<file path="src/igemm_pkg.sv">
package igemm_pkg;

    localparam logic [1:0] MODE_WRITE_A = 2'd0;
    localparam logic [1:0] MODE_WRITE_B = 2'd1;
    localparam logic [1:0] MODE_START   = 2'd2;
    localparam logic [1:0] MODE_READ_C  = 2'd3;

    typedef struct packed {
        logic [1:0]  mode;
        logic [5:0]  word_index;
        logic [31:0] data_word;
        logic        clear_first;
    } gemm_cmd_t;

    typedef struct packed {
        logic signed [31:0] read_value;
        logic               gemm_done;
    } gemm_rsp_t;

    typedef struct packed {
        logic wr_a;
        logic wr_b;
        logic clear;
        logic rd_issue;
        logic rd_result;
        logic issue;
        logic first;
        logic last;
        logic out_load;
        logic hold_load;
        logic from_hold;
        logic done_bit;
    } dp_ctrl_t;

    typedef struct packed {
        logic busy;
    } dp_status_t;

endpackage

</file>
<file path="src/igemm_datapath.sv">
module igemm_datapath
    import igemm_pkg::*;
#(
    parameter int TILE_DIM = 8,
    localparam int RW = $clog2(TILE_DIM)
)
(
    input  logic          clk,
    input  logic          rst_n,
    input  gemm_cmd_t     cmd,
    input  dp_ctrl_t      ctrl,
    input  logic [RW-1:0] row,
    input  logic [RW-1:0] k,
    output dp_status_t    status,
    output gemm_rsp_t     rsp
);

    localparam int ELEMS = TILE_DIM * TILE_DIM;

    // Tiles are held unpacked, one row per entry.
    logic [TILE_DIM-1:0][7:0]  a_row_reg [TILE_DIM];
    logic [TILE_DIM-1:0][7:0]  b_row_reg [TILE_DIM];

    logic [7:0]                a_elem_reg;
    logic [TILE_DIM-1:0][7:0]  b_sel_reg;
    logic                      v1_reg, first1_reg, last1_reg;
    logic [RW-1:0]             row1_reg;
    logic                      v2_reg, first2_reg, last2_reg;
    logic [RW-1:0]             row2_reg;
    logic [TILE_DIM-1:0][15:0] prod_reg;
    logic [TILE_DIM-1:0][31:0] acc_reg;
    logic [TILE_DIM-1:0][31:0] base;
    logic                      wb_reg;
    logic [RW-1:0]             wb_row_reg;

    logic [TILE_DIM-1:0][31:0] c_mem [TILE_DIM];
    logic [TILE_DIM-1:0][31:0] c_rdata_reg;
    logic                      c_rvalid_reg;
    logic [TILE_DIM-1:0]       c_valid_reg;
    logic                      c_re;
    logic [RW-1:0]             c_raddr;

    logic [RW-1:0]             rd_row, rd_col, col_reg;
    logic                      in_range, in_range_reg;
    logic signed [31:0]        rd_val;
    gemm_rsp_t                 fresh, hold_reg, rsp_reg;

    // Tile writes: each element knows which packed word and byte lane it comes from.
    always_ff @(posedge clk)
    begin
        for (int r = 0; r < TILE_DIM; r++)
        begin
            for (int c = 0; c < TILE_DIM; c++)
            begin
                if (ctrl.wr_a && (int'(cmd.word_index) == ((r * TILE_DIM + c) >> 2)))
                begin
                    a_row_reg[r][c] <= cmd.data_word[((r * TILE_DIM + c) & 3) * 8 +: 8];
                end
                if (ctrl.wr_b && (int'(cmd.word_index) == ((r * TILE_DIM + c) >> 2)))
                begin
                    b_row_reg[r][c] <= cmd.data_word[((r * TILE_DIM + c) & 3) * 8 +: 8];
                end
            end
        end
    end

    // Row and column of a C element index, found by comparing against row starts.
    always_comb
    begin
        rd_row = '0;
        for (int r = 1; r < TILE_DIM; r++)
        begin
            if (int'(cmd.word_index) >= r * TILE_DIM)
            begin
                rd_row = RW'(r);
            end
        end
        rd_col   = RW'(int'(cmd.word_index) - int'(rd_row) * TILE_DIM);
        in_range = int'(cmd.word_index) < ELEMS;
    end

    assign c_re    = ctrl.rd_issue || (ctrl.issue && ctrl.first);
    assign c_raddr = ctrl.rd_issue ? rd_row : row;

    // C accumulator rows, one write and one read port.
    always_ff @(posedge clk)
    begin
        if (wb_reg)
        begin
            c_mem[wb_row_reg] <= acc_reg;
        end
        if (c_re)
        begin
            c_rdata_reg  <= c_mem[c_raddr];
            c_rvalid_reg <= c_valid_reg[c_raddr];
        end
    end

    // A row that was never written since reset or the last clear reads as zero.
    always_ff @(posedge clk or negedge rst_n)
    begin
        if (!rst_n)
        begin
            c_valid_reg <= '0;
        end
        else if (ctrl.clear)
        begin
            c_valid_reg <= '0;
        end
        else if (wb_reg)
        begin
            c_valid_reg[wb_row_reg] <= 1'b1;
        end
    end

    always_comb
    begin
        for (int j = 0; j < TILE_DIM; j++)
        begin
            base[j] = c_rvalid_reg ? c_rdata_reg[j] : 32'd0;
        end
    end

    always_ff @(posedge clk or negedge rst_n)
    begin
        if (!rst_n)
        begin
            v1_reg <= 1'b0;
            v2_reg <= 1'b0;
            wb_reg <= 1'b0;
        end
        else
        begin
            v1_reg <= ctrl.issue;
            v2_reg <= v1_reg;
            wb_reg <= v2_reg && last2_reg;
        end
    end

    // Each cycle one A element is broadcast across the lanes of one B row.
    always_ff @(posedge clk)
    begin
        if (ctrl.issue)
        begin
            a_elem_reg <= a_row_reg[row][k];
            b_sel_reg  <= b_row_reg[k];
        end
        first1_reg <= ctrl.first;
        last1_reg  <= ctrl.last;
        row1_reg   <= row;
        first2_reg <= first1_reg;
        last2_reg  <= last1_reg;
        row2_reg   <= row1_reg;
        wb_row_reg <= row2_reg;
        if (v1_reg)
        begin
            // Both operands are sign-extended to the product width before multiplying.
            for (int j = 0; j < TILE_DIM; j++)
            begin
                prod_reg[j] <= $signed({{8{a_elem_reg[7]}}, a_elem_reg})
                             * $signed({{8{b_sel_reg[j][7]}}, b_sel_reg[j]});
            end
        end
        if (v2_reg)
        begin
            for (int j = 0; j < TILE_DIM; j++)
            begin
                acc_reg[j] <= (first2_reg ? base[j] : acc_reg[j])
                            + 32'($signed(prod_reg[j]));
            end
        end
    end

    assign rd_val = (in_range_reg && c_rvalid_reg) ? $signed(c_rdata_reg[col_reg]) : 32'sd0;

    always_comb
    begin
        fresh.read_value = ctrl.rd_result ? rd_val : 32'sd0;
        fresh.gemm_done  = ctrl.done_bit;
    end

    always_ff @(posedge clk)
    begin
        if (ctrl.rd_issue)
        begin
            col_reg      <= rd_col;
            in_range_reg <= in_range;
        end
        if (ctrl.hold_load)
        begin
            hold_reg <= fresh;
        end
        if (ctrl.out_load)
        begin
            rsp_reg <= ctrl.from_hold ? hold_reg : fresh;
        end
    end

    assign status.busy = v1_reg || v2_reg || wb_reg;
    assign rsp         = rsp_reg;

endmodule

</file>
<file path="config.mk">
export PLATFORM = sky130hd
export DESIGN_NAME = igemm_datapath
export DESIGN_NICKNAME = d
export VERILOG_FILES = /design/src/igemm_pkg.sv /design/src/igemm_datapath.sv
export SDC_FILE = /design/constraint.sdc
export NUM_CORES = 2
export LEC_CHECK = 0
export BUFFER_PORTS_ARGS = -buffer_cell sky130_fd_sc_hd__buf_2
export CELL_PAD_IN_SITES_DETAIL_PLACEMENT = 0
export CELL_PAD_IN_SITES_GLOBAL_PLACEMENT = 1
export CORE_MARGIN = 2
export CORE_UTILIZATION = 35
export DETAILED_ROUTE_END_ITERATION = 12
export GPL_TIMING_DRIVEN = 0
export PLACE_DENSITY = 0.61
export SLEW_MARGIN = 25
export SYNTH_ARGS = -nofsm -noshare
export SYNTH_HDL_FRONTEND = slang
export SYNTH_SLANG_ARGS = --single-unit
</file>
<file path="constraint.sdc">
create_clock -name clk -period 18.97 [get_ports clk]
set_clock_uncertainty 0.1 [all_clocks]
set_input_delay 0 -clock clk [delete_from_list [all_inputs] [get_ports clk]]
set_output_delay 0 -clock clk [all_outputs]
set_load 0.01 [all_outputs]
</file>
==> metrics <==
status=finished, final reports clean; # nets final=12146; layout cells sized above 1=between 20% and 30%; post-CTS setup buffers=0; Final Setup Violations=0; Worst Setup Path Type=reg2reg; first-pass GRT wire length=733000 µm; H-Tree Depth=5; Max Freq=approximately 0.14 GHz; Startpoint Class=flop; vias in the first global route=97693; Gate Count Post-Synth=10283; final WL=517000 µm; Worst Setup End Kind=flop; hold path depth=2; Lkg Pwr=72.5 nW; clk_lat worst skew=1.05 ns; hold endpoint=a_row_reg[7][63]; dpl hpwl=373000 µm; vias per cell=5.27; Max clock buf depth=4; FFs w/ async S/R, synth=0.284%; most frequent cells in the layout=edfxtp_1, inv_1, mux4_2; synth warn=0; Netlist Area Pre-Place=between 150000 and 200000 µm²; HP Class=in2reg; Slew headroom=roughly 20%; Tmin final=7.04 ns; P per Cell Area=about 140 nW/µm²; reg-to-reg endpoint=acc_reg[63]; total grt overflow=0; Sink Count=3878; max reg flops=between 2000 and 2500; area grow syn2layout=16.9%; TritonCTS clock tree=yes; # resized after CTS=0; hold_buf cts=88; Initial Util=35.1%; Worst Max-Slew Pin Slew=1.21 ns; Worst-path clk slew=0.06 ns; Initial DRC Count=10276; number of synthesized flops with an enable pin=slightly below 4000; CTS buffer count=around 400; main flop type after synthesis=edfxtp_1; maximum vdd ir drop=0.0925 mV; R2R depth=17; Final Hold Fails=0; worst reg2reg path startpoint=c_rvalid_reg; core area=roughly 500000 µm²; most common cell after layout, fill and taps aside=edfxtp_1; flops & latches, synth=about 3900; fin crit share=37.1%; Critical Path Fanout Max=10; setup tns final=0 ns; min-delay src=cmd[32]; row count=261; Post-Syn Area per Cell=17.2 µm²; largest net degree at the start of global routing=between 50 and 60; Max Cap Viol=0; RSZ-0062 raised after global routing=no; distinct cell type count after synthesis=85; register area share after synthesis=about two thirds; Port Buffers=86; Post-Syn Nets=around 11000; CTS root buf=clkbuf_16; Final ANT Viol Nets=0; Placer Congestion=0.873; Die H=715 µm; num ports=between 90 and 100; die area=511000 µm²; drt drc=0; total track usage=20.0%; wire per inst=28.3 µm; Filler cells=44979; CP Data Arrival Time=7.70 ns; max-slew violations=0; Die Width=715 µm; flop-to-flop setup slack=11.93 ns; Via Count=between 90000 and 100k; Worst EP required=19.63 ns; initial antenna violation count=48; Initial DRT Pass Iterations=5; Final Power=0.0283 W
[worst max-delay path: stages, from the launching register on]
cell and delay (ns):
edfxtp_1 0.78, and2_1 0.33, clkbuf_2 0.63, buf_2 0.66, clkbuf_2 0.63, buf_16 0.25, nand2_1 0.08, o21ai_0 0.15
ha_1 0.34, o21ai_0 0.24, o21ai_0 0.14, a21oi_1 0.66, o31ai_1 0.37, a2111oi_2 0.50, o31ai_1 0.22, a221oi_1 0.33
o21bai_1 0.17, xnor2_1 0.15
[layer usage]
| metal | vias up | wire, µm | GRT usage, % |
|---|---|---|---|
| met5 | - | 71 | 0 |
| met2 | 3517 | 244000 | 32.4 |
| met3 | 689 | 36300 | 3.36 |
| met1 | 50968 | 221000 | 27.9 |
| met4 | 10 | 15700 | 5.63 |
| li1 | 40935 | - | - |
[metrics by stage]
step           hold WS, ns  cell area, µm²  std cells  util (%)  worst slack, ns
2_1_floorplan       -0.396          177000      10283         -             6.84
3_3_place_gp        -0.120          186000      17075      36.8            -8.30
3_5_place_dp        -0.102          193000      17366      38.2            11.82
4_1_cts           0.000595          207000      18195      41.0            11.77
5_1_grt             0.0656          207000      18204      41.0            11.52
6_report            0.0772          207000      18238      41.0            11.93
[cell families after synthesis]
kind of cell,share of synthesized area [%]
DFF,65.7
and+or+nand+nor,4.18
buffers and inverters,2.89
muxes,13.5
AOI/OAI and AO/OA,3.72
adders and majority gates,8.46
xor gates and xnor gates,1.61
[power breakdown]
group | total (W) | switching [W] | leakage [nW] | internal (W)
Combinational | 0.00808 | 0.00467 | 30.4 | 0.00341
Clock | 0.00797 | 0.00346 | 6.40 | 0.00451
Sequential | 0.0122 | 0.00101 | 35.7 | 0.0112
Total | 0.0283 | 0.00915 | 72.5 | 0.0191
[cell type report]
type | instances | area (µm²) | share of cell area (%)
Clock buffer | 481 | 10500 | 5.06
Multi-Input combinational cell | 5069 | 56000 | 27.1
Tap cell | 6706 | 8390 | 4.05
Antenna cell | 40 | 100 | 0.0484
Sequential cell | 3878 | 116000 | 56.2
Inverter | 971 | 3640 | 1.76
Clock inverter | 260 | 2720 | 1.32
Buffer | 365 | 1590 | 0.768
Timing Repair Buffer | 468 | 7810 | 3.77
[synthesized netlist by cell type (all sizes together), types with 13 or more instances]
library cell	number	area share (%)
edfxtp	3854	65
inv	971	2.1
mux4	874	11
nand2	523	1.1
ha	480	3.4
fa	448	5.1
o21ai	394	1.1
mux2	363	2.3
and2	352	1.2
nor2	274	0.58
a21oi	262	0.75
xnor2	241	1.2
clkbuf	233	0.49
buf	132	0.34
a21o	129	0.55
nor2b	91	0.32
xor2	84	0.42
nand2b	81	0.29
nor3	51	0.14
o21a	46	0.20
nand3	45	0.13
a21boi	37	0.16
a211oi	32	0.14
and3	24	0.085
o21bai	23	0.10
o211ai	21	0.089
a31oi	19	0.067
nand4	17	0.060
o41ai	14	0.084
dfxtp	13	0.15
o31ai	13	0.074
[how the worst max path moves through the flow]
| stage | startpoint | to | slack [ns] | cells past startpoint |
|---|---|---|---|---|
| finish | c_rvalid_reg | acc_reg[63] | 11.93 | 17 |
| global route | c_rvalid_reg | acc_reg[63] | 11.52 | 17 |
| CTS | c_rvalid_reg | acc_reg[63] | 11.77 | 17 |
| detailed placement | c_rvalid_reg | acc_reg[63] | 11.82 | 17 |
| global placement | wb_row_reg[1] | c_mem[1][58] | -8.30 | 2 |
| floorplan | wb_row_reg[1] | c_mem[5][0] | 6.84 | 2 |
(Power assumes the default switching activity.)
