==> src/igemm_pkg.sv <==
package igemm_pkg;

    localparam logic [1:0] MODE_WRITE_A = 2'd0;
    localparam logic [1:0] MODE_WRITE_B = 2'd1;
    localparam logic [1:0] MODE_START   = 2'd2;
    localparam logic [1:0] MODE_READ_C  = 2'd3;

    typedef struct packed {
        logic [1:0]  mode;
        logic [5:0]  word_index;
        logic [31:0] data_word;
        logic        clear_first;
    } gemm_cmd_t;

    typedef struct packed {
        logic signed [31:0] read_value;
        logic               gemm_done;
    } gemm_rsp_t;

    typedef struct packed {
        logic wr_a;
        logic wr_b;
        logic clear;
        logic rd_issue;
        logic rd_result;
        logic issue;
        logic first;
        logic last;
        logic out_load;
        logic hold_load;
        logic from_hold;
        logic done_bit;
    } dp_ctrl_t;

    typedef struct packed {
        logic busy;
    } dp_status_t;

endpackage

==> src/igemm_ctrl.sv <==
module igemm_ctrl
    import igemm_pkg::*;
#(
    parameter int TILE_DIM = 8,
    localparam int RW = $clog2(TILE_DIM)
)
(
    input  logic          clk,
    input  logic          rst_n,
    input  logic          cmd_valid,
    output logic          cmd_ready,
    input  logic [1:0]    cmd_mode,
    input  logic          cmd_clear,
    output logic          rsp_valid,
    input  logic          rsp_ready,
    input  dp_status_t    status,
    output dp_ctrl_t      ctrl,
    output logic [RW-1:0] row,
    output logic [RW-1:0] k
);

    localparam logic [2:0] S_IDLE  = 3'd0;
    localparam logic [2:0] S_RDATA = 3'd1;
    localparam logic [2:0] S_RUN   = 3'd2;
    localparam logic [2:0] S_DRAIN = 3'd3;
    localparam logic [2:0] S_HOLD  = 3'd4;

    localparam logic [RW-1:0] LAST_IDX = RW'(TILE_DIM - 1);

    logic [2:0]    state_reg, state_next;
    logic [RW-1:0] row_reg, row_next;
    logic [RW-1:0] k_reg, k_next;
    logic          rsp_valid_reg, rsp_valid_next;
    logic          done_reg, done_next;
    logic          accept;
    logic          rsp_free;
    logic          fresh;
    logic          drain_done;

    assign accept    = cmd_valid && (state_reg == S_IDLE);
    assign rsp_free  = !rsp_valid_reg || rsp_ready;
    assign cmd_ready = (state_reg == S_IDLE);
    assign rsp_valid = rsp_valid_reg;
    assign row       = row_reg;
    assign k         = k_reg;

    always_comb
    begin
        state_next = state_reg;
        row_next   = row_reg;
        k_next     = k_reg;
        ctrl       = '0;
        fresh      = 1'b0;
        drain_done = 1'b0;

        unique case (state_reg)
            S_IDLE:
            begin
                if (accept)
                begin
                    unique case (cmd_mode)
                        MODE_WRITE_A:
                        begin
                            ctrl.wr_a = 1'b1;
                            fresh     = 1'b1;
                        end
                        MODE_WRITE_B:
                        begin
                            ctrl.wr_b = 1'b1;
                            fresh     = 1'b1;
                        end
                        MODE_START:
                        begin
                            ctrl.clear = cmd_clear;
                            row_next   = '0;
                            k_next     = '0;
                            state_next = S_RUN;
                        end
                        MODE_READ_C:
                        begin
                            ctrl.rd_issue = 1'b1;
                            state_next    = S_RDATA;
                        end
                        default:
                        begin
                            state_next = S_IDLE;
                        end
                    endcase
                end
            end
            S_RDATA:
            begin
                ctrl.rd_result = 1'b1;
                fresh          = 1'b1;
            end
            S_RUN:
            begin
                ctrl.issue = 1'b1;
                ctrl.first = (k_reg == '0);
                ctrl.last  = (k_reg == LAST_IDX);
                if (k_reg == LAST_IDX)
                begin
                    k_next   = '0;
                    row_next = row_reg + 1'b1;
                    if (row_reg == LAST_IDX)
                    begin
                        state_next = S_DRAIN;
                    end
                end
                else
                begin
                    k_next = k_reg + 1'b1;
                end
            end
            S_DRAIN:
            begin
                if (!status.busy)
                begin
                    drain_done = 1'b1;
                    fresh      = 1'b1;
                end
            end
            S_HOLD:
            begin
                if (rsp_free)
                begin
                    ctrl.out_load  = 1'b1;
                    ctrl.from_hold = 1'b1;
                    state_next     = S_IDLE;
                end
            end
            default:
            begin
                state_next = S_IDLE;
            end
        endcase

        // A finished result goes straight out if the output register is free,
        // otherwise it waits in the hold register.
        if (fresh)
        begin
            if (rsp_free)
            begin
                ctrl.out_load = 1'b1;
                state_next    = S_IDLE;
            end
            else
            begin
                ctrl.hold_load = 1'b1;
                state_next     = S_HOLD;
            end
        end

        ctrl.done_bit = done_reg || drain_done;
        done_next     = done_reg || drain_done;

        if (ctrl.out_load)
        begin
            rsp_valid_next = 1'b1;
        end
        else if (rsp_ready)
        begin
            rsp_valid_next = 1'b0;
        end
        else
        begin
            rsp_valid_next = rsp_valid_reg;
        end
    end

    always_ff @(posedge clk or negedge rst_n)
    begin
        if (!rst_n)
        begin
            state_reg     <= S_IDLE;
            row_reg       <= '0;
            k_reg         <= '0;
            rsp_valid_reg <= 1'b0;
            done_reg      <= 1'b0;
        end
        else
        begin
            state_reg     <= state_next;
            row_reg       <= row_next;
            k_reg         <= k_next;
            rsp_valid_reg <= rsp_valid_next;
            done_reg      <= done_next;
        end
    end

endmodule

==> config.mk <==
export PLATFORM = sky130hd
export DESIGN_NAME = igemm_ctrl
export DESIGN_NICKNAME = d
export VERILOG_FILES = /design/src/igemm_pkg.sv /design/src/igemm_ctrl.sv
export SDC_FILE = /design/constraint.sdc
export NUM_CORES = 1
export LEC_CHECK = 0
export BUFFER_PORTS_ARGS = -buffer_cell sky130_fd_sc_hd__clkbuf_2
export CAP_MARGIN = 20
export CORE_MARGIN = 2
export CORE_UTILIZATION = 49
export CTS_CLUSTER_SIZE = 20
export DETAILED_ROUTE_END_ITERATION = 16
export PLACE_DENSITY_LB_ADDON = 0.08
export SLEW_MARGIN = 20
export SYNTH_ARGS = -nofsm -noshare
export SYNTH_HDL_FRONTEND = slang
export SYNTH_SLANG_ARGS = --single-unit
==> constraint.sdc <==
create_clock -name clk -period 3 [get_ports clk]
set_input_delay 0.75 -clock clk [delete_from_list [all_inputs] [get_ports clk]]
set_output_delay 0.75 -clock clk [all_outputs]
set_load 0.01 [all_outputs]
==> flow_summary.yaml, run 1 <==
outcome:
  run_status: "finished clean"
sta:
  finalSetupViolations: 0
  max_freq_mhz: 400
  totalNegativeSetupSlack_ps: 0
  hold_violations: 0
  fin_worst_skew_ps: 0.718
  rsz0062_at_grt: "false"
  max-slew-margin-rel_pct: 64.6
  fin_crit_sh_pct: 83.4
  slew_violations: 0
  period_minus_slack_ps: 2500
  worst_pin_slew_ps: 531
synth:
  syn-cell-area_sq_um: 742
  synth_cells: 78
  synth_ff_type: "dfrtp_1"
  synth_edf_count: 0
  synth_seq_cells: 11
  yosys.area_share.simple_pct: 27.2
  synth_fa_ha_area_share_pct: 8.43
  async_flop_share_pct: 100
  syn_nets: 91
  ys_warn_count: 0
  muxShareOfSynthArea_pct: 2.87
  synth_top_family_by_area: "simple AND/OR/NAND/NOR gates"
  synthDistinctLibCells: 34
  yosys.area_share.xor_xnor_pct: 0
  synth_seq_area_share_pct: 37.1
  synth.avg_cell_area_sq_um: 9.51
  synth-compound-area-share_pct: 15.3
global_routing:
  grt_pass1_wl_um: 2660
  antenna_found_initial: 0
  grt.total_usage_pct: 18.8
  grt_max_degree: 18
  grt_pass1_vias: 562
  overflow: 0
worst_setup_path:
  critPathLaunchType: "flip-flop"
  r2r_slack_ps: 1410
  crit_fanout: 17
  setup.worst_path.end_class: "output port"
  critPathRequiredTime_ps: 2250
  critPathKind: "reg2out"
  crit_arrival_ps: 1750
place:
  gp_congestion: 0.771
  io_buffers: 27
  dp.final_hpwl_um: 1130
finish:
  final_core_util_pct: 60.2
  nets: 115
  n_antenna_cell: 0
  drive_above_1_share_pct: 38.6
  syn2layout_area_growth_pct: 18.0
die:
  dieArea_sq_um: 1840
  initial_utilization_pct: 51.0
  ioPinCount: 28
  die_w_um: 42.9
  core_sq_um: 1450
  num_rows: 14
  fp.dieH_um: 42.9
drt:
  drtPass1Iterations: 4
  ant_nets: 0
  wl_per_cell_um: 13.0
  via_per_inst: 5.44
  drtIter0Drc: 7
  drcViolationCount: 0
  vias: 637
  finalWirelength_um: 1520
clocking:
  cts_setup_buffers: 0
  cts-buffers-inserted: 3
  htreeDepth: 1
  cts_sinks: 11
  clock_latency_ps: 260
  cts_resized: 0
  clk_pin_slew_ps: 70
  clock_path_buffers: 2
  clock-root-buffer: "clkbuf_4"
  postCtsHoldBufs: 0
  cts_tree: "done"
power_and_ir_drop:
  p_leak_nw: 0.496
  powerDensity_nw_per_um2: 820
  irDropWorstVdd_v: 0.000437
flow_run:
  cap_violations: 0
worst_hold_path:
  hp-class: "in2async"
==> worst paths after layout <==
check                                              start                     to  cells after the start
worst max-delay path            state_reg[1]$_DFFE_PN0P_                ctrl[5]                      3
worst min-delay path                               rst_n  rsp_valid$_DFFE_PN0P_                      1
worst max register to register          k[0]$_DFFE_PN0P_     row[0]$_DFFE_PN0P_                      4
worst min register to register        done_reg$_DFF_PN0_     done_reg$_DFF_PN0_                      1
max in group asynchronous                          rst_n     row[0]$_DFFE_PN0P_                      1
min in group clk                      done_reg$_DFF_PN0_     done_reg$_DFF_PN0_                      1
==> worst max-delay path, cell delays in order, from the launching register on <==
cell and delay, ps:
dfrtp_1 680, or3b_4 470, nor3b_2 180, clkbuf_2 150
==> area by class of cell <==
| cell class | instances | area [sq um] |
|---|---|---|
| well taps | 16 | 20.0 |
| clock inverters | 1 | 5.00 |
| repair buffers | 27 | 135 |
| multi-input cells | 54 | 399 |
| clock buffers | 3 | 22.5 |
| fillers | 139 | 578 |
| inverters | 5 | 18.8 |
| flip-flops and latches | 11 | 275 |
==> metal layers <==
layer  wire (um)  share of wire (%)  track usage [%]
met5           0                  0                0
met4           0                  0             3.75
met3          65                4.3             3.83
met2         716                 47             28.8
met1         737                 48             27.4
==> layout by cell type (no fill, tap or decap), types with 2 or more instances in the layout <==
cell / netlist / final
a22o_1: 5 / 5
and3_1: 3 / 3
clkbuf_2: 0 / 27
clkbuf_4: 0 / 3
dfrtp_1: 11 / 11
ha_1: 5 / 5
inv_1: 4 / 4
nand2_1: 5 / 5
nor2_1: 5 / 5
nor2b_1: 3 / 3
nor3_1: 3 / 3
nor3_2: 2 / 2
nor3b_1: 2 / 2
o22ai_1: 3 / 3
==> power breakdown <==
group          leakage, nW  internal, mW  switching, mW
logic                0.332         0.165          0.176
clock network       0.0177        0.0492         0.0507
registers            0.145         0.192         0.0857
==> Yosys cell counts, types with 3 or more instances <==
master / number / area share (%)
nor2_1: 5 / 2.5
nand2_1: 5 / 2.5
dfrtp_1: 11 / 37
buf_4: 4 / 4.0
ha_1: 5 / 8.4
and3_1: 3 / 2.5
a22o_1: 5 / 5.9
buf_2: 3 / 2.0
inv_1: 4 / 2.0
nor2b_1: 3 / 2.5
o22ai_1: 3 / 2.5
nor3_1: 3 / 2.0
==> stage by stage <==
stage          hold slack (ps)  worst slack [ps]  power, mW  area [sq um]  cells
2_1_floorplan              427               910      0.538           742     78
5_1_grt                    358               386      0.783           876    117
6_report                   347               498      0.718           876    117
3_3_place_gp               440               731      0.616           848    113
4_1_cts                    354               507      0.729           876    117
3_5_place_dp               447               709      0.627           848    113
==> cell families (layout without fill, tap and decap cells) <==
family | Yosys count | in the layout
buffers and inverters | 13 | 36
flip-flops | 11 | 11
AO/OA/AOI/OAI | 15 | 15
adder cells (fa/ha/maj) | 5 | 5
AND/OR/NAND/NOR | 32 | 32
multiplexers | 2 | 2
Power figures use the tool's default switching activity.
==> inputs of run 2 (changes only) <==
--- a/config.mk
+++ b/config.mk
@@ -5,10 +5,11 @@
 export SDC_FILE = /design/constraint.sdc
 export NUM_CORES = 1
 export LEC_CHECK = 0
+export ABC_AREA = 1
 export BUFFER_PORTS_ARGS = -buffer_cell sky130_fd_sc_hd__clkbuf_2
 export CAP_MARGIN = 20
 export CORE_MARGIN = 2
-export CORE_UTILIZATION = 49
+export CORE_UTILIZATION = 43
 export CTS_CLUSTER_SIZE = 20
 export DETAILED_ROUTE_END_ITERATION = 16
 export PLACE_DENSITY_LB_ADDON = 0.08
==> constraint.sdc (replaced) <==
create_clock -name clk -period 2.3 [get_ports clk]
set_input_delay 0.575 -clock clk [delete_from_list [all_inputs] [get_ports clk]]
set_output_delay 0.575 -clock clk [all_outputs]
set_load 0.01 [all_outputs]
==> run 2 against run 1 <==
Clock power increased by 25%. Clock skew is 8.1 ps higher. Area after synthesis rose by 8.4%. Synthesized cell count rose by 36%. First-iteration DRC count increased by 29%. Routed wire length rose by 1.6%. Core utilization down 4.3 points. Sequential cell count is the same. Die area is 21% higher. Final area is 11% higher. Final cell count increased by 36%. Critical path type unchanged. Highest routed layer unchanged.
==> flow_summary.yaml, run 2 <==
drt:
  drcViolationCount: 0
  via_per_inst: 4.48
  vias: 713
  drtPass1Iterations: 3
  finalWirelength_um: 1540
  drtIter0Drc: 9
  wl_per_cell_um: 9.71
  ant_nets: 0
worst_setup_path:
  r2r_start: "k[0]$_DFFE_PN0P_"
  critPathRequiredTime_ps: 1730
  critPathKind: "reg2out"
  path_cells: "nor2_4 -> nand2_2 -> nor2_4 -> nand2_4 -> nand3b_4 -> clkinv_4 -> a21oi_2 -> clkbuf_2"
  worstRegToRegCells: 8
  r2r_slack_ps: 870
  crit_slowest_cell: "dfrtp_2"
  critPathLaunchType: "flip-flop"
  crit_top_cell: "nor2_4"
  cp_num_buf_inv: 2
  r2r-end: "state_reg[1]$_DFFE_PN0P_"
  crit_arrival_ps: 1570
  path_depth: 8
  crit_fanout: 6
  cp_slowest_stage_delay_ps: 460
  worst_path_dominant_cell_family: "simple AND/OR/NAND/NOR gates"
  setup.worst_path.end_class: "output port"
sta:
  whs_ps: 169
  max-slew-margin-rel_pct: 81.0
  hold_violations: 0
  worst_pin_slew_ps: 284
  period_minus_slack_ps: 2150
  max_freq_mhz: 466
  finalSetupViolations: 0
  fin_crit_sh_pct: 93.3
  rsz0062_at_grt: "false"
  fin_worst_skew_ps: 8.85
  slew_violations: 0
  totalNegativeSetupSlack_ps: 0
global_routing:
  antenna_found_initial: 0
  grt_pass1_wl_um: 2490
  overflow: 0
  grt_max_degree: 12
  grt_pass1_vias: 599
  grt.total_usage_pct: 15.9
synth:
  synth_area_leaders: "dfrtp_1, nand2_1, inv_1, ha_1, nor2_1"
  synth_top_family_by_area: "simple AND/OR/NAND/NOR gates"
  synth_fa_ha_area_share_pct: 7.78
  synth_edf_count: 0
  synthDistinctLibCells: 20
  syn-cell-area_sq_um: 805
  synth-compound-area-share_pct: 8.24
  yosys.area_share.xor_xnor_pct: 0
  synth_top_area_share_pct: 34.2
  ys_warn_count: 0
  synth_seq_cells: 11
  yosys.area_share.simple_pct: 37.0
  async_flop_share_pct: 100
  synth.avg_cell_area_sq_um: 7.59
  synth_seq_area_share_pct: 34.2
  muxShareOfSynthArea_pct: 0
  synth_ff_type: "dfrtp_1"
  synth.most_common_cell: "nand2_1"
  synth_cells: 106
  syn_nets: 119
  yosysTopAreaCell: "dfrtp_1"
  synthTopCellsByCount: "nand2_1, inv_1, nor2_1, dfrtp_1, nand3_1"
place:
  gp_congestion: 0.800
  placed_cells: 155
  dp.final_hpwl_um: 1300
  io_buffers: 27
die:
  num_rows: 15
  core_sq_um: 1750
  initial_utilization_pct: 46.1
  ioPinCount: 28
  dieArea_sq_um: 2230
  die_w_um: 47.3
  fp.dieH_um: 47.3
clocking:
  clock_latency_ps: 260
  htreeDepth: 1
  clk_pin_slew_ps: 70
  clock-root-buffer: "clkbuf_4"
  cts_tree: "done"
  cts_setup_buffers: 0
  cts-buffers-inserted: 3
  postCtsHoldBufs: 0
  clock_path_buffers: 2
  cts_sinks: 11
finish:
  drive_above_1_share_pct: 37.3
  num-fill-cells: 184
  syn2layout_area_growth_pct: 21.3
  n_antenna_cell: 0
  nets: 148
  stdcell_count: 159
  final_common_cell: "clkbuf_2"
  final_cell_mix: "clkbuf_2, nand2_1, inv_1, nor2_1, dfrtp_1"
power_and_ir_drop:
  p_leak_nw: 0.564
  powerDensity_nw_per_um2: 1150
  irDropWorstVdd_v: 0.000597
worst_hold_path:
  hp-class: "in2async"
outcome:
  run_status: "finished clean"
flow_run:
  cap_violations: 0
==> run 2: cell families after synthesis <==
| kind of cell | count (synthesis) |
|---|---|
| and+or+nand+nor | 57 |
| buffers and inverters | 23 |
| DFF | 11 |
| adders and majority gates | 5 |
| AOI/OAI and AO/OA | 10 |
==> run 2: worst max path at each step <==
stage                     slack (ps)                     start  endpoint
after floorplan                  480  state_reg[2]$_DFFE_PN0P_   ctrl[3]
after detailed placement         380                    status   ctrl[3]
after global placement           380                    status   ctrl[3]
after global routing              30  state_reg[1]$_DFFE_PN0P_   ctrl[3]
after CTS                        100  state_reg[1]$_DFFE_PN0P_   ctrl[3]
final                            150  state_reg[1]$_DFFE_PN0P_   ctrl[3]
==> run 2: worst reg2reg max path: stages, from the launching register on <==
cell and delay [ps]:
dfrtp_1 430, ha_1 230, ha_1 200, inv_1 150, o21ai_2 80, nand2_1 60, nor2_1 40, nor2_1 80
nor2_1 50
==> run 2: what timing repair did <==
| item | 4_1_cts | 5_1_grt |
|---|---|---|
| endpoints found under the setup margin | 0 | 2 |
| gates resized for setup | 0 | 1 |
| endpoints found under the hold margin | 0 | 0 |
==> run 2: metrics by stage <==
step	setup WS (ps)	util (%)	power, mW	cell area (sq um)
floorplan	481	-	0.835	805
global placement	379	54.3	1.00	948
detailed placement	378	54.3	1.01	948
CTS	101	55.8	1.14	975
global route	32.6	55.9	1.25	976
finish	154	55.9	1.12	976
==> run 2: metal layers <==
metal / share of wire (%) / up-vias / global-route usage, %
met2: 49 / 13 / 24.9
met3: 4.3 / 0 / 2.31
li1: - / 381 / -
met1: 47 / 319 / 21.9
met5: 0 / - / 0
met4: 0 / 0 / 6.67
==> run 2: power breakdown <==
| group | switching (mW) | internal, mW | total [mW] |
|---|---|---|---|
| Sequential | 0.0728 | 0.260 | 0.332 |
| Clock | 0.0584 | 0.0669 | 0.125 |
| Combinational | 0.413 | 0.252 | 0.665 |
==> run 2: final cells by class <==
| cell class | instances | area, sq um | share of cell area, % |
|---|---|---|---|
| flip-flops and latches | 11 | 277 | 28.3 |
| clock buffers | 4 | 26.3 | 2.69 |
| multi-input cells | 72 | 427 | 43.7 |
| inverters | 20 | 80.1 | 8.21 |
| repair buffers | 27 | 135 | 13.8 |
| well taps | 25 | 31.3 | 3.21 |
==> inputs of run 3 (changes only) <==
--- a/config.mk
+++ b/config.mk
@@ -8,7 +8,6 @@
 export ABC_AREA = 1
 export BUFFER_PORTS_ARGS = -buffer_cell sky130_fd_sc_hd__clkbuf_2
 export CAP_MARGIN = 20
-export CORE_MARGIN = 2
 export CORE_UTILIZATION = 43
 export CTS_CLUSTER_SIZE = 20
 export DETAILED_ROUTE_END_ITERATION = 16
==> run 3 against run 2 <==
Sequential power about the same. Non-clock buffer count unchanged. Clock-buffer cell count stayed put. Worst hold slack better by 5.4 ps. Power is 0.30% higher. Final cell count is the same. Sequential share of layout area decreased by 0.092 points. Core utilization decreased by 0.072 points. Largest cell class unchanged. Largest power group unchanged.
==> flow_summary.yaml, run 3 (synthesis results as in run 2) <==
global_routing:
  overflow: 0
  grt_pass1_vias: 653
  grt_max_degree: 12
  grt_pass1_wl_um: 2640
  antenna_found_initial: 0
  grt.total_usage_pct: 18.0
place:
  io_buffers: 27
  pre_cts_ws_ps: 374
  dp.final_hpwl_um: 1310
  gp_congestion: 0.811
clocking:
  htreeDepth: 1
  cts-buffers-inserted: 3
  cts_sinks: 11
  cts_setup_buffers: 0
  cts_tree: "done"
  clock_latency_ps: 260
  cts_resized: 0
  clock-root-buffer: "clkbuf_4"
  clock_path_buffers: 2
  clk_pin_slew_ps: 70
  postCtsHoldBufs: 0
drt:
  vias: 701
  ant_nets: 0
  finalWirelength_um: 1560
  drtPass1Iterations: 4
  drcViolationCount: 0
  via_per_inst: 4.41
  wl_per_cell_um: 9.84
  drtIter0Drc: 10
worst_setup_path:
  crit_fanout: 6
  worst_path_dominant_cell_family: "simple AND/OR/NAND/NOR gates"
  crit_slowest_cell: "dfrtp_1"
  critPathKind: "reg2out"
  critPathRequiredTime_ps: 1730
  cp_slowest_stage_delay_ps: 470
  cp_num_buf_inv: 2
  critPathLaunchType: "flip-flop"
  path_cells: "nor2_4 -> nand2_2 -> nor2_4 -> nand2_4 -> nand3b_4 -> clkinv_4 -> a21oi_2 -> clkbuf_2"
  crit_top_cell: "nor2_4"
  crit_arrival_ps: 1600
  setup.worst_path.end_class: "output port"
sta:
  setup_ws_ps: 128
  rsz0062_at_grt: "false"
  fin_crit_sh_pct: 94.4
  slew_violations: 0
  hold_violations: 0
  finalSetupViolations: 0
  period_minus_slack_ps: 2170
  fin_worst_skew_ps: 7.32
  max_freq_mhz: 460
  worst_pin_slew_ps: 273
  totalNegativeSetupSlack_ps: 0
  max-slew-margin-rel_pct: 81.8
power_and_ir_drop:
  pwr-share-seq_pct: 29.4
  combPwrFrac_pct: 59.4
  powerDensity_nw_per_um2: 1160
  clkPwrFrac_pct: 11.1
  irDropWorstVdd_v: 0.000516
  power_switching_mw: 0.549
  cell_internal_pwr_mw: 0.577
  p_sw_share_pct: 48.8
  p_leak_nw: 0.566
finish:
  nets: 148
  drive_above_1_share_pct: 36.6
  final_common_cell: "clkbuf_2"
  n_antenna_cell: 0
  syn2layout_area_growth_pct: 21.2
  final_cell_mix: "clkbuf_2, nand2_1, inv_1, nor2_1, dfrtp_1"
  num-fill-cells: 190
die:
  dieArea_sq_um: 2050
  num_rows: 15
  core_sq_um: 1750
  initial_utilization_pct: 46.1
  die_w_um: 45.3
  fp.dieH_um: 45.3
  ioPinCount: 28
outcome:
  run_status: "finished clean"
worst_hold_path:
  hp-class: "in2async"
flow_run:
  cap_violations: 0
==> run 3: changes by cell type in the layout (fill, tap and decap cells not counted) <==
cell,change
dfrtp_1,+1
dfrtp_2,-1
==> run 3: worst paths after layout <==
check	start	endpoint	slack (ps)	cells past startpoint
setup reg to reg	k[0]$_DFFE_PN0P_	state_reg[1]$_DFFE_PN0P_	880	8
hold reg to reg	done_reg$_DFF_PN0_	done_reg$_DFF_PN0_	470	2
min in group clk	done_reg$_DFF_PN0_	done_reg$_DFF_PN0_	470	2
max in group asynchronous	rst_n	done_reg$_DFF_PN0_	1900	1
hold / removal	rst_n	state_reg[1]$_DFFE_PN0P_	170	1
setup / recovery	state_reg[1]$_DFFE_PN0P_	ctrl[3]	130	8
==> run 3: through the flow <==
step | hold slack, ps | total power, mW | instance area [sq um] | std cells | utilization [%]
2_1_floorplan | 279 | 0.835 | 805 | 106 | -
5_1_grt | 188 | 1.24 | 975 | 159 | 55.8
6_report | 175 | 1.13 | 975 | 159 | 55.8
3_3_place_gp | 444 | 0.998 | 948 | 155 | 54.3
3_5_place_dp | 450 | 1.01 | 948 | 155 | 54.3
4_1_cts | 179 | 1.14 | 975 | 159 | 55.8
==> run 3: area by class of cell <==
| class | count | area [sq um] | share of cell area, % |
|---|---|---|---|
| multi-input cells | 72 | 427 | 43.8 |
| flip-flops and latches | 11 | 275 | 28.2 |
| inverters | 20 | 80.1 | 8.22 |
| clock buffers | 4 | 26.3 | 2.70 |
| well taps | 25 | 31.3 | 3.21 |
| repair buffers | 27 | 135 | 13.9 |
==> run 3: power groups by stage <==
stage          clock, mW  combinational (mW)  sequential [mW]
4_1_cts            0.132               0.679            0.331
5_1_grt            0.139               0.763            0.342
6_report           0.126               0.669            0.332
3_5_place_dp           0               0.676            0.335
2_1_floorplan          0               0.490            0.345
3_3_place_gp           0               0.666            0.332
==> run 3: routing by layer <==
layer | wire length, um | vias to the layer above | global-route usage, % | share of wire [%]
met1 | 754 | 304 | 22.5 | 48
met5 | 0 | - | 0 | 0
met4 | 14 | 0 | 9.09 | 0.90
li1 | - | 381 | - | -
met3 | 47 | 2 | 1.20 | 3.0
met2 | 747 | 14 | 31.0 | 48
==> run 3: worst reg2reg max path, stage by stage, from the launching register on <==
cell and delay, ps:
dfrtp_1 430, ha_1 220, ha_1 200, inv_1 150, o21ai_2 80, nand2_1 60
nor2_1 40, nor2_1 80, nor2_1 50
